<file path="src/rtl/core/i2c_register_access_master_defines.svh">
// Assertion macros shared by the I2C register access master.
`ifndef I2C_REGISTER_ACCESS_MASTER_DEFINES_SVH
`define I2C_REGISTER_ACCESS_MASTER_DEFINES_SVH

// Check that a condition implies another in the same cycle.
`define I2CRAM_ASSERT_IMPLY(label, clk, rst_n, a, b) \
  label: assert property (@(posedge clk) disable iff (!(rst_n)) (a) |-> (b)) \
    else $error("i2cram implication check failed");

// Check that a condition never holds.
`define I2CRAM_ASSERT_NEVER(label, clk, rst_n, a) \
  label: assert property (@(posedge clk) disable iff (!(rst_n)) !(a)) \
    else $error("i2cram forbidden condition seen");

`endif

</file>
<file path="src/rtl/core/i2cram_pkg.sv">
// Shared types and constants of the I2C register access master.
package i2cram_pkg;

  localparam logic [7:0] ACK_WAIT_RESET = 8'd250;

  localparam logic [1:0] OP_TICK  = 2'd0;
  localparam logic [1:0] OP_WRITE = 2'd1;
  localparam logic [1:0] OP_READ  = 2'd2;
  localparam logic [1:0] OP_BURST = 2'd3;

  typedef struct packed {
    logic [1:0] opcode;
    logic [7:0] device_byte;
    logic [7:0] register_address;
    logic [7:0] write_data;
    logic [7:0] burst_length;
    logic       sda_in;
  } item_t;

  typedef struct packed {
    logic       scl_out;
    logic       sda_out;
    logic       busy_res;
    logic       read_valid;
    logic [7:0] rx_byte;
    logic       read_last;
    logic       done_res;
  } result_t;

endpackage

</file>
<file path="src/rtl/core/i2c_register_access_master.sv">
// Top level of the I2C register access master.
// Each input transfer is one bus tick carrying the sampled SDA level and, when the
// master is idle, an optional command (register write, register read, burst read).
// Every tick yields exactly one result transfer with the SCL and SDA levels to drive,
// busy and done flags, and any received byte. The master sustains one tick per clock
// cycle while the consumer keeps out_ready_i high: the sequencer advances one ticking bus
// phase per tick in a single combinational pass between the input register and the result
// register. Commands seen while busy are dropped. The user must write ack_wait_limit
// through cfg_we_i/cfg_data_i only while idle; the block does not enforce this.
`include "i2c_register_access_master_defines.svh"

module i2c_register_access_master (
  input  logic       clk_i,
  input  logic       rst_ni,
  input  logic       cfg_we_i,
  input  logic [7:0] cfg_data_i,
  input  logic       in_valid_i,
  output logic       in_ready_o,
  input  logic [1:0] opcode_i,
  input  logic [7:0] device_byte_i,
  input  logic [7:0] register_address_i,
  input  logic [7:0] write_data_i,
  input  logic [7:0] burst_length_i,
  input  logic       sda_in_i,
  output logic       out_valid_o,
  input  logic       out_ready_i,
  output logic       scl_out_o,
  output logic       sda_out_o,
  output logic       busy_res_o,
  output logic       read_valid_o,
  output logic [7:0] rx_byte_o,
  output logic       read_last_o,
  output logic       done_res_o
);

  i2cram_pkg::item_t   in_item, held_item;
  i2cram_pkg::result_t step_res, out_res;
  logic                held_valid;
  logic                out_free;
  logic                advance;

  assign in_item.opcode           = opcode_i;
  assign in_item.device_byte      = device_byte_i;
  assign in_item.register_address = register_address_i;
  assign in_item.write_data       = write_data_i;
  assign in_item.burst_length     = burst_length_i;
  assign in_item.sda_in           = sda_in_i;

  // Step the sequencer when a tick is held and the result slot can take it.
  assign advance = held_valid && out_free;

  i2cram_in_reg u_in_reg (
    .clk_i      (clk_i),
    .rst_ni     (rst_ni),
    .in_valid_i (in_valid_i),
    .in_ready_o (in_ready_o),
    .item_i     (in_item),
    .advance_i  (advance),
    .valid_o    (held_valid),
    .item_o     (held_item)
  );

  i2cram_seq u_seq (
    .clk_i      (clk_i),
    .rst_ni     (rst_ni),
    .cfg_we_i   (cfg_we_i),
    .cfg_data_i (cfg_data_i),
    .advance_i  (advance),
    .item_i     (held_item),
    .result_o   (step_res)
  );

  i2cram_out_reg u_out_reg (
    .clk_i       (clk_i),
    .rst_ni      (rst_ni),
    .advance_i   (advance),
    .result_i    (step_res),
    .free_o      (out_free),
    .out_valid_o (out_valid_o),
    .out_ready_i (out_ready_i),
    .result_o    (out_res)
  );

  assign scl_out_o    = out_res.scl_out;
  assign sda_out_o    = out_res.sda_out;
  assign busy_res_o   = out_res.busy_res;
  assign read_valid_o = out_res.read_valid;
  assign rx_byte_o    = out_res.rx_byte;
  assign read_last_o  = out_res.read_last;
  assign done_res_o   = out_res.done_res;

  `I2CRAM_ASSERT_IMPLY(a_stall_only_on_full, clk_i, rst_ni, !in_ready_o, out_valid_o && !out_ready_i)
  `I2CRAM_ASSERT_IMPLY(a_read_in_busy, clk_i, rst_ni, out_valid_o && read_valid_o, busy_res_o)
  `I2CRAM_ASSERT_IMPLY(a_last_is_read, clk_i, rst_ni, out_valid_o && read_last_o, read_valid_o)
  `I2CRAM_ASSERT_IMPLY(a_stop_lines_high, clk_i, rst_ni, out_valid_o && done_res_o, scl_out_o && sda_out_o)
  `I2CRAM_ASSERT_NEVER(a_read_not_done, clk_i, rst_ni, out_valid_o && read_valid_o && done_res_o)

endmodule

</file>
<file path="src/rtl/core/i2cram_in_reg.sv">
// Input register: holds one accepted tick item until the sequencer takes it.
module i2cram_in_reg (
  input  logic              clk_i,
  input  logic              rst_ni,
  input  logic              in_valid_i,
  output logic              in_ready_o,
  input  i2cram_pkg::item_t item_i,
  input  logic              advance_i,
  output logic              valid_o,
  output i2cram_pkg::item_t item_o
);

  logic              valid_d, valid_q;
  logic              take;
  i2cram_pkg::item_t item_q;

  assign in_ready_o = !valid_q || advance_i;
  assign take       = in_valid_i && in_ready_o;
  assign valid_d    = take || (valid_q && !advance_i);

  always_ff @(posedge clk_i or negedge rst_ni) begin
    if (!rst_ni) begin
      valid_q <= 1'b0;
    end else begin
      valid_q <= valid_d;
    end
  end

  always_ff @(posedge clk_i) begin
    if (take) begin
      item_q <= item_i;
    end
  end

  assign valid_o = valid_q;
  assign item_o  = item_q;

endmodule

</file>
<file path="src/rtl/core/i2cram_seq.sv">
// Bus sequencer: one phase step per tick, plus the acknowledge wait limit register.
module i2cram_seq (
  input  logic                clk_i,
  input  logic                rst_ni,
  input  logic                cfg_we_i,
  input  logic [7:0]          cfg_data_i,
  input  logic                advance_i,
  input  i2cram_pkg::item_t   item_i,
  output i2cram_pkg::result_t result_o
);

  localparam logic [4:0] PH_IDLE = 5'd0;
  localparam logic [4:0] PH_S1   = 5'd1;
  localparam logic [4:0] PH_S2   = 5'd2;
  localparam logic [4:0] PH_S3   = 5'd3;
  localparam logic [4:0] PH_S4   = 5'd4;
  localparam logic [4:0] PH_WA   = 5'd5;
  localparam logic [4:0] PH_WB   = 5'd6;
  localparam logic [4:0] PH_WC   = 5'd7;
  localparam logic [4:0] PH_KA   = 5'd8;
  localparam logic [4:0] PH_KW   = 5'd9;
  localparam logic [4:0] PH_RA   = 5'd10;
  localparam logic [4:0] PH_RB   = 5'd11;
  localparam logic [4:0] PH_RC   = 5'd12;
  localparam logic [4:0] PH_AA   = 5'd13;
  localparam logic [4:0] PH_AB   = 5'd14;
  localparam logic [4:0] PH_T1   = 5'd15;
  localparam logic [4:0] PH_T2   = 5'd16;
  localparam logic [4:0] PH_T3   = 5'd17;
  localparam logic [4:0] PH_T4   = 5'd18;

  // Byte sequence positions.
  localparam logic [2:0] SEG_DEV_WR = 3'd0;
  localparam logic [2:0] SEG_REG    = 3'd1;
  localparam logic [2:0] SEG_DATA   = 3'd2;
  localparam logic [2:0] SEG_DEV_RD = 3'd3;
  localparam logic [2:0] SEG_READ   = 3'd4;

  logic [7:0] limit_q;
  logic [4:0] phase_d, phase_q;
  logic [2:0] bit_d, bit_q;
  logic [7:0] shift_d, shift_q;
  logic [7:0] left_d, left_q;
  logic [7:0] wait_d, wait_q;
  logic [7:0] dev_d, dev_q;
  logic [7:0] reg_d, reg_q;
  logic [7:0] data_d, data_q;
  logic [1:0] kind_d, kind_q;
  logic [2:0] seg_d, seg_q;
  logic       scl_d, scl_q;
  logic       sda_d, sda_q;

  always_comb begin
    phase_d = phase_q;
    bit_d   = bit_q;
    shift_d = shift_q;
    left_d  = left_q;
    wait_d  = wait_q;
    dev_d   = dev_q;
    reg_d   = reg_q;
    data_d  = data_q;
    kind_d  = kind_q;
    seg_d   = seg_q;
    scl_d   = scl_q;
    sda_d   = sda_q;
    result_o = '0;

    // Resolve the phases that pass on without using up the tick.
    unique case (phase_d)
      PH_IDLE: begin
        if (item_i.opcode != i2cram_pkg::OP_TICK) begin
          kind_d  = item_i.opcode;
          dev_d   = item_i.device_byte;
          reg_d   = item_i.register_address;
          data_d  = item_i.write_data;
          left_d  = (item_i.opcode == i2cram_pkg::OP_READ) ? 8'd1 : item_i.burst_length;
          seg_d   = SEG_DEV_WR;
          phase_d = PH_S1;
        end
      end
      PH_S4: begin
        scl_d   = 1'b0;
        shift_d = (seg_d == SEG_DEV_WR) ? dev_d : dev_d + 8'd1;
        bit_d   = 3'd0;
        phase_d = PH_WA;
      end
      PH_KW: begin
        if (!(item_i.sda_in && (wait_d < limit_q))) begin
          scl_d = 1'b0;
          case (seg_d)
            SEG_DEV_WR: begin
              seg_d   = SEG_REG;
              shift_d = reg_d;
              bit_d   = 3'd0;
              phase_d = PH_WA;
            end
            SEG_REG: begin
              if (kind_d == i2cram_pkg::OP_WRITE) begin
                seg_d   = SEG_DATA;
                shift_d = data_d;
                bit_d   = 3'd0;
                phase_d = PH_WA;
              end else begin
                seg_d   = SEG_DEV_RD;
                phase_d = PH_S1;
              end
            end
            SEG_DEV_RD: begin
              seg_d = SEG_READ;
              if (left_d == 8'd0) begin
                phase_d = PH_T1;
              end else begin
                shift_d = 8'd0;
                bit_d   = 3'd0;
                phase_d = PH_RA;
              end
            end
            default: phase_d = PH_T1;
          endcase
        end
      end
      default: ;
    endcase

    result_o.busy_res = (phase_d != PH_IDLE);

    // Ticking action of the phase now in effect.
    unique case (phase_d)
      PH_IDLE: ;
      PH_S1: begin sda_d = 1'b1; phase_d = PH_S2; end
      PH_S2: begin scl_d = 1'b1; phase_d = PH_S3; end
      PH_S3: begin sda_d = 1'b0; phase_d = PH_S4; end
      PH_WA: begin sda_d = shift_d[7]; phase_d = PH_WB; end
      PH_WB: begin scl_d = 1'b1; phase_d = PH_WC; end
      PH_WC: begin
        scl_d   = 1'b0;
        shift_d = {shift_d[6:0], 1'b0};
        if (bit_d == 3'd7) begin
          phase_d = PH_KA;
        end else begin
          bit_d   = bit_d + 3'd1;
          phase_d = PH_WA;
        end
      end
      PH_KA: begin
        sda_d   = 1'b1;
        scl_d   = 1'b1;
        wait_d  = 8'd0;
        phase_d = PH_KW;
      end
      PH_KW: wait_d = wait_d + 8'd1;
      PH_RA: begin
        sda_d   = 1'b1;
        shift_d = 8'd0;
        bit_d   = 3'd0;
        phase_d = PH_RB;
      end
      PH_RB: begin
        scl_d   = 1'b1;
        shift_d = {shift_d[6:0], item_i.sda_in};
        phase_d = PH_RC;
      end
      PH_RC: begin
        scl_d = 1'b0;
        if (bit_d == 3'd7) begin
          result_o.read_valid = 1'b1;
          result_o.rx_byte    = shift_d;
          result_o.read_last  = (left_d == 8'd1);
          phase_d = PH_AA;
        end else begin
          bit_d   = bit_d + 3'd1;
          phase_d = PH_RB;
        end
      end
      PH_AA: begin
        // NACK the last byte, ACK the others.
        sda_d   = (left_d == 8'd1);
        scl_d   = 1'b1;
        phase_d = PH_AB;
      end
      PH_AB: begin
        scl_d   = 1'b0;
        left_d  = left_d - 8'd1;
        phase_d = (left_d != 8'd0) ? PH_RA : PH_T1;
      end
      PH_T1: begin sda_d = 1'b0; phase_d = PH_T2; end
      PH_T2: begin scl_d = 1'b0; phase_d = PH_T3; end
      PH_T3: begin scl_d = 1'b1; phase_d = PH_T4; end
      PH_T4: begin
        sda_d = 1'b1;
        result_o.done_res = 1'b1;
        phase_d = PH_IDLE;
      end
      default: phase_d = PH_IDLE;
    endcase

    result_o.scl_out = scl_d;
    result_o.sda_out = sda_d;
  end

  always_ff @(posedge clk_i or negedge rst_ni) begin
    if (!rst_ni) begin
      limit_q <= i2cram_pkg::ACK_WAIT_RESET;
    end else if (cfg_we_i) begin
      limit_q <= cfg_data_i;
    end
  end

  always_ff @(posedge clk_i or negedge rst_ni) begin
    if (!rst_ni) begin
      phase_q <= PH_IDLE;
      bit_q   <= 3'd0;
      shift_q <= 8'd0;
      left_q  <= 8'd0;
      wait_q  <= 8'd0;
      dev_q   <= 8'd0;
      reg_q   <= 8'd0;
      data_q  <= 8'd0;
      kind_q  <= 2'd0;
      seg_q   <= SEG_DEV_WR;
      scl_q   <= 1'b1;
      sda_q   <= 1'b1;
    end else if (advance_i) begin
      phase_q <= phase_d;
      bit_q   <= bit_d;
      shift_q <= shift_d;
      left_q  <= left_d;
      wait_q  <= wait_d;
      dev_q   <= dev_d;
      reg_q   <= reg_d;
      data_q  <= data_d;
      kind_q  <= kind_d;
      seg_q   <= seg_d;
      scl_q   <= scl_d;
      sda_q   <= sda_d;
    end
  end

endmodule

</file>
<file path="src/rtl/core/i2cram_out_reg.sv">
// Result register: holds one tick result until the consumer takes it.
module i2cram_out_reg (
  input  logic                clk_i,
  input  logic                rst_ni,
  input  logic                advance_i,
  input  i2cram_pkg::result_t result_i,
  output logic                free_o,
  output logic                out_valid_o,
  input  logic                out_ready_i,
  output i2cram_pkg::result_t result_o
);

  logic                valid_d, valid_q;
  i2cram_pkg::result_t result_q;

  assign free_o  = !valid_q || out_ready_i;
  assign valid_d = advance_i || (valid_q && !out_ready_i);

  always_ff @(posedge clk_i or negedge rst_ni) begin
    if (!rst_ni) begin
      valid_q <= 1'b0;
    end else begin
      valid_q <= valid_d;
    end
  end

  always_ff @(posedge clk_i) begin
    if (advance_i) begin
      result_q <= result_i;
    end
  end

  assign out_valid_o = valid_q;
  assign result_o    = result_q;

endmodule

</file>
<file path="config.mk">
export PLATFORM = sky130hd
export DESIGN_NAME = i2c_register_access_master
export DESIGN_NICKNAME = d
export VERILOG_FILES = /design/src/rtl/core/i2cram_pkg.sv /design/src/rtl/core/i2c_register_access_master.sv /design/src/rtl/core/i2cram_in_reg.sv /design/src/rtl/core/i2cram_seq.sv /design/src/rtl/core/i2cram_out_reg.sv
export VERILOG_INCLUDE_DIRS = /design/src /design/src/rtl/core
export SDC_FILE = /design/constraint.sdc
export NUM_CORES = 1
export LEC_CHECK = 0
export BUFFER_PORTS_ARGS = -buffer_cell sky130_fd_sc_hd__buf_2
export CAP_MARGIN = 25
export CORE_UTILIZATION = 28
export CTS_CLUSTER_DIAMETER = 40
export DETAILED_ROUTE_END_ITERATION = 10
export RECOVER_POWER = 50
export SLEW_MARGIN = 5
export SYNTH_ARGS = -nofsm -noshare
export SYNTH_HDL_FRONTEND = slang
export SYNTH_HIERARCHICAL = 1
export SYNTH_SLANG_ARGS = --single-unit
export TNS_END_PERCENT = 1
</file>
<file path="constraint.sdc">
create_clock -name clk_i -period 3.6 [get_ports clk_i]
set_input_delay 0.36 -clock clk_i [delete_from_list [all_inputs] [get_ports clk_i]]
set_output_delay 0.36 -clock clk_i [all_outputs]
set_load 0.05 [all_outputs]
</file>
---- Yosys cells after proc, flatten, opt, wreduce, memory -nomap -nowiden ----
Cells that the tools add are included.
word-level totals
  logic and storage cells ................. 133
  output and inout port bits .............. 16
  bits of input ports ..................... 48
  flip-flop bits (word level) ............. 122
cells by class
  equality and inequality tests ........... 28
  reduce and logical (&&, ||, !) cells .... 32
  add/subtract/negate cells ............... 4
  magnitude comparators ................... 1
  multiplexer cells ....................... 40
operators with widths
  kind                                              number
  case mux 5 bit (16 select lines)                  1
  two-way mux 8 bit                                 8
  case mux 8 bit (3 select lines)                   2
  == test 5 x 4 -> 1 bit, second input constant     9
  case mux 8 bit (2 select lines)                   2
  two-way mux 3 bit                                 10
  case mux 5 bit (3 select lines)                   2
  == test 5 x 3 -> 1 bit, second input constant     4
  case mux 3 bit (2 select lines)                   3
  case mux 3 bit (3 select lines)                   2
  adder 8 x 1 -> 8 bit, second input constant       2
  == test 5 bit, second input constant              3
  == test 5 x 2 -> 1 bit, second input constant     2
  zero test 5 bit                                   2
  two-way mux 10 bit                                1
  two-way mux 5 bit                                 2
  == test 8 x 1 -> 1 bit, second input constant     1
  zero test 8 bit                                   1
  less-than comparator 8 bit                        1
  nonzero test 8 bit                                1
  OR reduction 4 bit                                2
  subtractor 8 x 1 -> 8 bit, second input constant  1
  nonzero test 2 bit                                3
  OR reduction 2 bit                                3
  other kinds (23)                                  37

---- Logic depth before layout (Yosys ltp) ----
  depth in word-level cells ............... 8
  mapped depth ............................ 15
  gate-level depth less buffers ........... 13

---- Hierarchy ----
The synthesis kept the hierarchy.
modules (own cells, without submodules)
  module                      cells an instance  times used  sequential area each (um^2)  area each (um^2)
  i2cram_seq                  500                1           1786.7                       4762.1
  i2cram_in_reg               39                 1           1076.0                       1104.8
  i2cram_out_reg              17                 1           445.4                        467.9
  i2c_register_access_master  1                  1           0.0                          6.3

---- Least setup slack after synthesis ----
OpenSTA, ideal clock, no wires.
  path kind ............................... reg2reg
  start point ............................. register u_seq.limit_q[1]
  end point ............................... register u_seq.phase_q[2]
  data required time ...................... 3.474 ns
  library setup time ...................... 0.126 ns
  arrival time ............................ 3.176 ns
  cell stages (with the launch flop) ...... 15
  clock period less this slack ............ 3.302 ns
  path slack .............................. 0.298 ns
  path buffers ............................ 2
  path through ............................ dfstp_2 inv_1 ha_1 a2111oi_4 o31a_4 buf_6 o21a_1 clkbuf_1 and2_1 ha_1 o2111ai_1 o2111ai_1 nand2_1 o21bai_1 o32a_1
between the ends
  word-level cells in the longest chain between the ends .. 7
  elaborated cells between the ends (all ways) .. 28
  classes of those cells .................. 1 x order compare; 17 x eq/ne; 7 x mux; 3 x reduce/logical
ends and longest elaborated chain
  what                                                                                RTL line           source
  start, declared                                                                     i2cram_seq.sv:39   logic [7:0] limit_q;
  start signal, assigned                                                              i2cram_seq.sv:203  limit_q <= i2cram_pkg::ACK_WAIT_RESET;
  start signal, assigned                                                              i2cram_seq.sv:205  limit_q <= cfg_data_i;
  less-than comparator 8 bit *                                                        i2cram_seq.sv:88   if (!(item_i.sda_in && (wait_d < limit_q))) begin
  logical AND 1 bit *                                                                 i2cram_seq.sv:88
  two-way mux 5 bit or two-way mux 3 bit (tied branches)                              i2cram_seq.sv:88
  case mux 5 bit (3 select lines) or case mux 3 bit (2 select lines) (tied branches)  i2cram_seq.sv:69   unique case (phase_d)
  == test 5 x 4 -> 1 bit, or another cell as far along                                i2cram_seq.sv:128  unique case (phase_d)
  OR reduction 2 bit (no source line), or another cell as far along                   --
  case mux 5 bit (16 select lines) *                                                  i2cram_seq.sv:128
  end signal, assigned                                                                i2cram_seq.sv:224  phase_q <= phase_d;
  end, declared                                                                       i2cram_seq.sv:40   logic [4:0] phase_d, phase_q;
Mark *: on every way between the ends. The rest lies on a longest branch, timed or not.
A chain may end at the register's enable or synchronous reset.

---- Final worst setup path ----
  start point ............................. register u_seq.left_q[0]
  end point ............................... register u_seq.phase_q[2]
between the ends
  word-level cells in the longest chain between the ends .. 8
  elaborated cells between the ends (all ways) .. 36
  classes of those cells .................. 1 x add/sub; 17 x eq/ne; 14 x mux; 4 x reduce/logical
ends and longest elaborated chain
  what                                                                                RTL line           source
  start, declared                                                                     i2cram_seq.sv:43   logic [7:0] left_d, left_q;
  start signal, assigned                                                              i2cram_seq.sv:227  left_q <= left_d;
  zero test 8 bit                                                                     i2cram_seq.sv:110  if (left_d == 8'd0) begin
  two-way mux 3 bit                                                                   i2cram_seq.sv:110
  case mux 5 bit (3 select lines) or case mux 3 bit (3 select lines) (tied branches)  i2cram_seq.sv:90   case (seg_d)
  two-way mux 5 bit or two-way mux 3 bit (tied branches)                              i2cram_seq.sv:88
  case mux 5 bit (3 select lines) or case mux 3 bit (2 select lines) (tied branches)  i2cram_seq.sv:69
  == test 5 x 4 -> 1 bit, or another cell as far along                                i2cram_seq.sv:128
  OR reduction 2 bit (no source line), or another cell as far along                   --
  case mux 5 bit (16 select lines) *                                                  i2cram_seq.sv:128
Marked as above.

==> reports/metrics.cfg <==
[die]
dieArea_sq_um = 23300
die_h_microns = 152
die_w_microns = 152
row_count = 54
ioPinCount = 64
coreArea_sq_um = 22000
start_util_pct = 28.8

[logic_synthesis]
muxShareOfSynthArea_pct = 6.53
yosysWarnings = 6
ys_ff_latch = 122
synth_compound_area_share_pct = 16.7
yosys.area_share.adder_pct = 2.37
post_synth_num_cell_types = 87
synth_cells = 557
netlist_area_sq_um = 6340
yosys.area_share.simple_pct = 15.8
synth_xor_area_share_pct = 2.35
synth_top_family_by_area = compound AO/OA/AOI/OAI gates
synth_nets = 617
synth-edff-count = 49
yosys_most_used_dff = dfrtp_1
async_reset_ff_share_pct = 59.8
avgSynthCellArea_sq_um = 11.4
seq_area_frac_synth_pct = 52.2

[placed_design]
dp_slack_ns = 0.281
dp_hpwl_mm = 10.3
port_buffers = 63
gp_congestion = 0.878

[routing]
vias = 4655
firstDrtPassIters = 8
drt_iter0_drc = 243
postRouteAntennaNets = 0
drt_wl_total_mm = 14.4
drc = 6
wl_per_cell_microns = 15.6
avgViaCountPerCell = 5.04

[clock_network]
cts_tree = yes
clk_path_buf_depth = 2
root_buffer = clkbuf_16
cts_sinks = 122
clk_latency_ns = 0.42
cts_made_buffers = 17
htreeDepth = 4
path_clk_slew_ns = 0.06

[final_layout]
num_antenna_cells = 0
drive_above_1_share_pct = 26.9
fillerInstances = 2227
layout_common_cells = 65 x dfrtp_1, 49 x buf_2, 49 x edfxtp_1
largest_reg_flops = 35
multi_input_area_sq_um = 2760
seq_area_sq_um = 3310
final_util_pct = 34.2
syn2layout_area_growth_pct = 18.8
nNetsFinal = 691
final_common_cell = dfrtp_1

[worst_setup_path]
required_ns = 3.90
worst-path-buf-inv = 1
critPathLaunchType = register
cpLargestDelayFamily = compound AO/OA/AOI/OAI gates
slowest_stage = nor4_1
path_max_fanout = 4
cp_cell_sequence = nor4_1 > a21boi_1 > o31ai_1 > buf_4 > o21a_1 > and2_1 > ha_1 > o2111ai_1 > o2111ai_1 > nand2_1 > o21bai_1 > o32a_1
cp-end-kind = register
critical_path_class = register to register
crit_path_max_incr_delay_ns = 0.49
cp.arrival_ns = 3.59
cp_common_cell = o2111ai_1

[grt]
grt_pass1_wl_mm = 23.5
grt_start_max_net_pins = 47
track_usage_pct = 12.8
grt_remaining_overflow = 0
grt_antenna_before_repair = 0
grt_pass1_vias = 4510

[power]
swShare_pct = 35.6
power_density_nw_per_um2 = 747
finalPower_w = 0.00563
combPwrFrac_pct = 33.4
p_switching_w = 0.00200
leakage_nw = 2.93
irDropWorstVdd_uv = 281
clkPwrFrac_pct = 30.0
p_seq_share_pct = 36.6
internal_power_w = 0.00362

[sta]
setup_viol = 0
setup-tns-final_ns = 0
finalHoldWorstSlack_ns = 0.114
rsz0062_at_grt = no
hold_viol_final = 0
post-route-period-util_pct = 91.4
relSlewSlack_pct = -69.1
max_freq_mhz = 304
drv_slew = 47
finClkSkew_ns = 0.00770
setup_ws_ns = 0.309
period_needed_ns = 3.29
worst_slew_pin_slew_ns = 2.54

[status]
violations = design-rule violations, max-capacitance violations, max-slew violations
status = complete, but fails checks

[worst_hold_path]
hold_class = input pin to register

[run]
cap_violations = 2

[cells in the mapped netlist, drive strengths merged, types with 5 or more instances]
cell     n  share of area (%)
a21oi   23                1.9
a22o     6               0.83
a22oi   12                1.4
a31oi    7               0.93
and2     7               0.73
and3     5               0.49
buf     15                1.6
clkbuf  12                1.2
dfrtp   65                 26
dfstp    8                3.3
edfxtp  49                 23
ha      12                2.4
inv     23                1.4
mux2    35                6.2
nand2   44                2.6
nand2b   7                1.1
nand3   27                2.2
nand3b   6               0.71
nand4   10                1.1
nor2    38                2.3
nor3    15                1.4
nor4     7                1.2
o21ai   36                3.0
o221ai   7               0.97
o22ai    9               0.89
o31ai    6                1.0
xnor2    9                1.2
xor2     8                1.1
[cell type report]
cell class	instances	share of cell area (%)
tap	280	4.65
clock inverter	14	2.13
sequential	122	43.9
clock buffer	18	5.70
inverter	23	1.15
multi-input combinational	385	36.7
timing repair buffer	82	5.78
[logic make-up after synthesis]
kind of cell	Yosys count
and+or+nand+nor	178
DFF	122
xor gates and xnor gates	17
adders and majority gates	12
buffers and inverters	50
AOI/OAI and AO/OA	141
muxes	37
[through the flow]
stage / instances / instance area (sq um)
5_1_grt: 924 / 7530
6_report: 924 / 7530
2_1_floorplan: 557 / 6340
4_1_cts: 921 / 7540
3_3_place_gp: 888 / 6950
3_5_place_dp: 888 / 6950
[per-layer routing]
metal  part of all wire (%)  GRT usage (%)  up-vias
li1                       -              -     2240
met1                     48           17.8     2266
met2                     46           19.2      135
met3                    4.9           3.50       14
met4                    1.4           4.57        0
met5                      0              0        -
[worst register-to-register path: stages (launching register included)]
cell and delay [ns]:
dfrtp_1 0.40, nor4_1 0.49, a21boi_1 0.24, o31ai_1 0.28, buf_4 0.18, o21a_1 0.18
and2_1 0.18, ha_1 0.20, o2111ai_1 0.19, o2111ai_1 0.27, nand2_1 0.07, o21bai_1 0.20
o32a_1 0.30
[final timing paths]
kind                                                    start                             to  slack (ns)  cells after the start
worst max-delay path              u_seq/left_q[0]$_DFFE_PN0P_   u_seq/phase_q[2]$_DFFE_PN0P_        0.31                     12
worst min-delay path                    register_address_i[3]  u_in_reg/item_o[20]$_DFFE_PP_        0.11                      1
worst max register to register    u_seq/left_q[0]$_DFFE_PN0P_   u_seq/phase_q[2]$_DFFE_PN0P_        0.31                     12
worst min register to register  u_in_reg/item_o[23]$_DFFE_PP_     u_seq/reg_q[6]$_DFFE_PN0P_        0.47                      1
max in group asynchronous                              rst_ni    u_seq/left_q[7]$_DFFE_PN0P_        0.75                      3
min in group asynchronous                              rst_ni    u_seq/wait_q[2]$_DFFE_PN0P_        0.97                      3
[power groups by stage]
stage / Combinational, W / Sequential [W] / Clock, W
after floorplan: 0.00142 / 0.00209 / 0
after global placement: 0.00184 / 0.00207 / 0
after detailed placement: 0.00187 / 0.00208 / 0
after CTS: 0.00187 / 0.00206 / 0.00173
after global routing: 0.00206 / 0.00210 / 0.00180
final: 0.00188 / 0.00206 / 0.00169
[what timing repair did]
item                       in CTS  in global routing
hold buffers                    1                  0
buffers inserted                0                  3
hold endpoints to repair       19                  0
setup endpoints to repair       0                  1
resized for setup               0                  0
(Power assumes the default switching activity.)
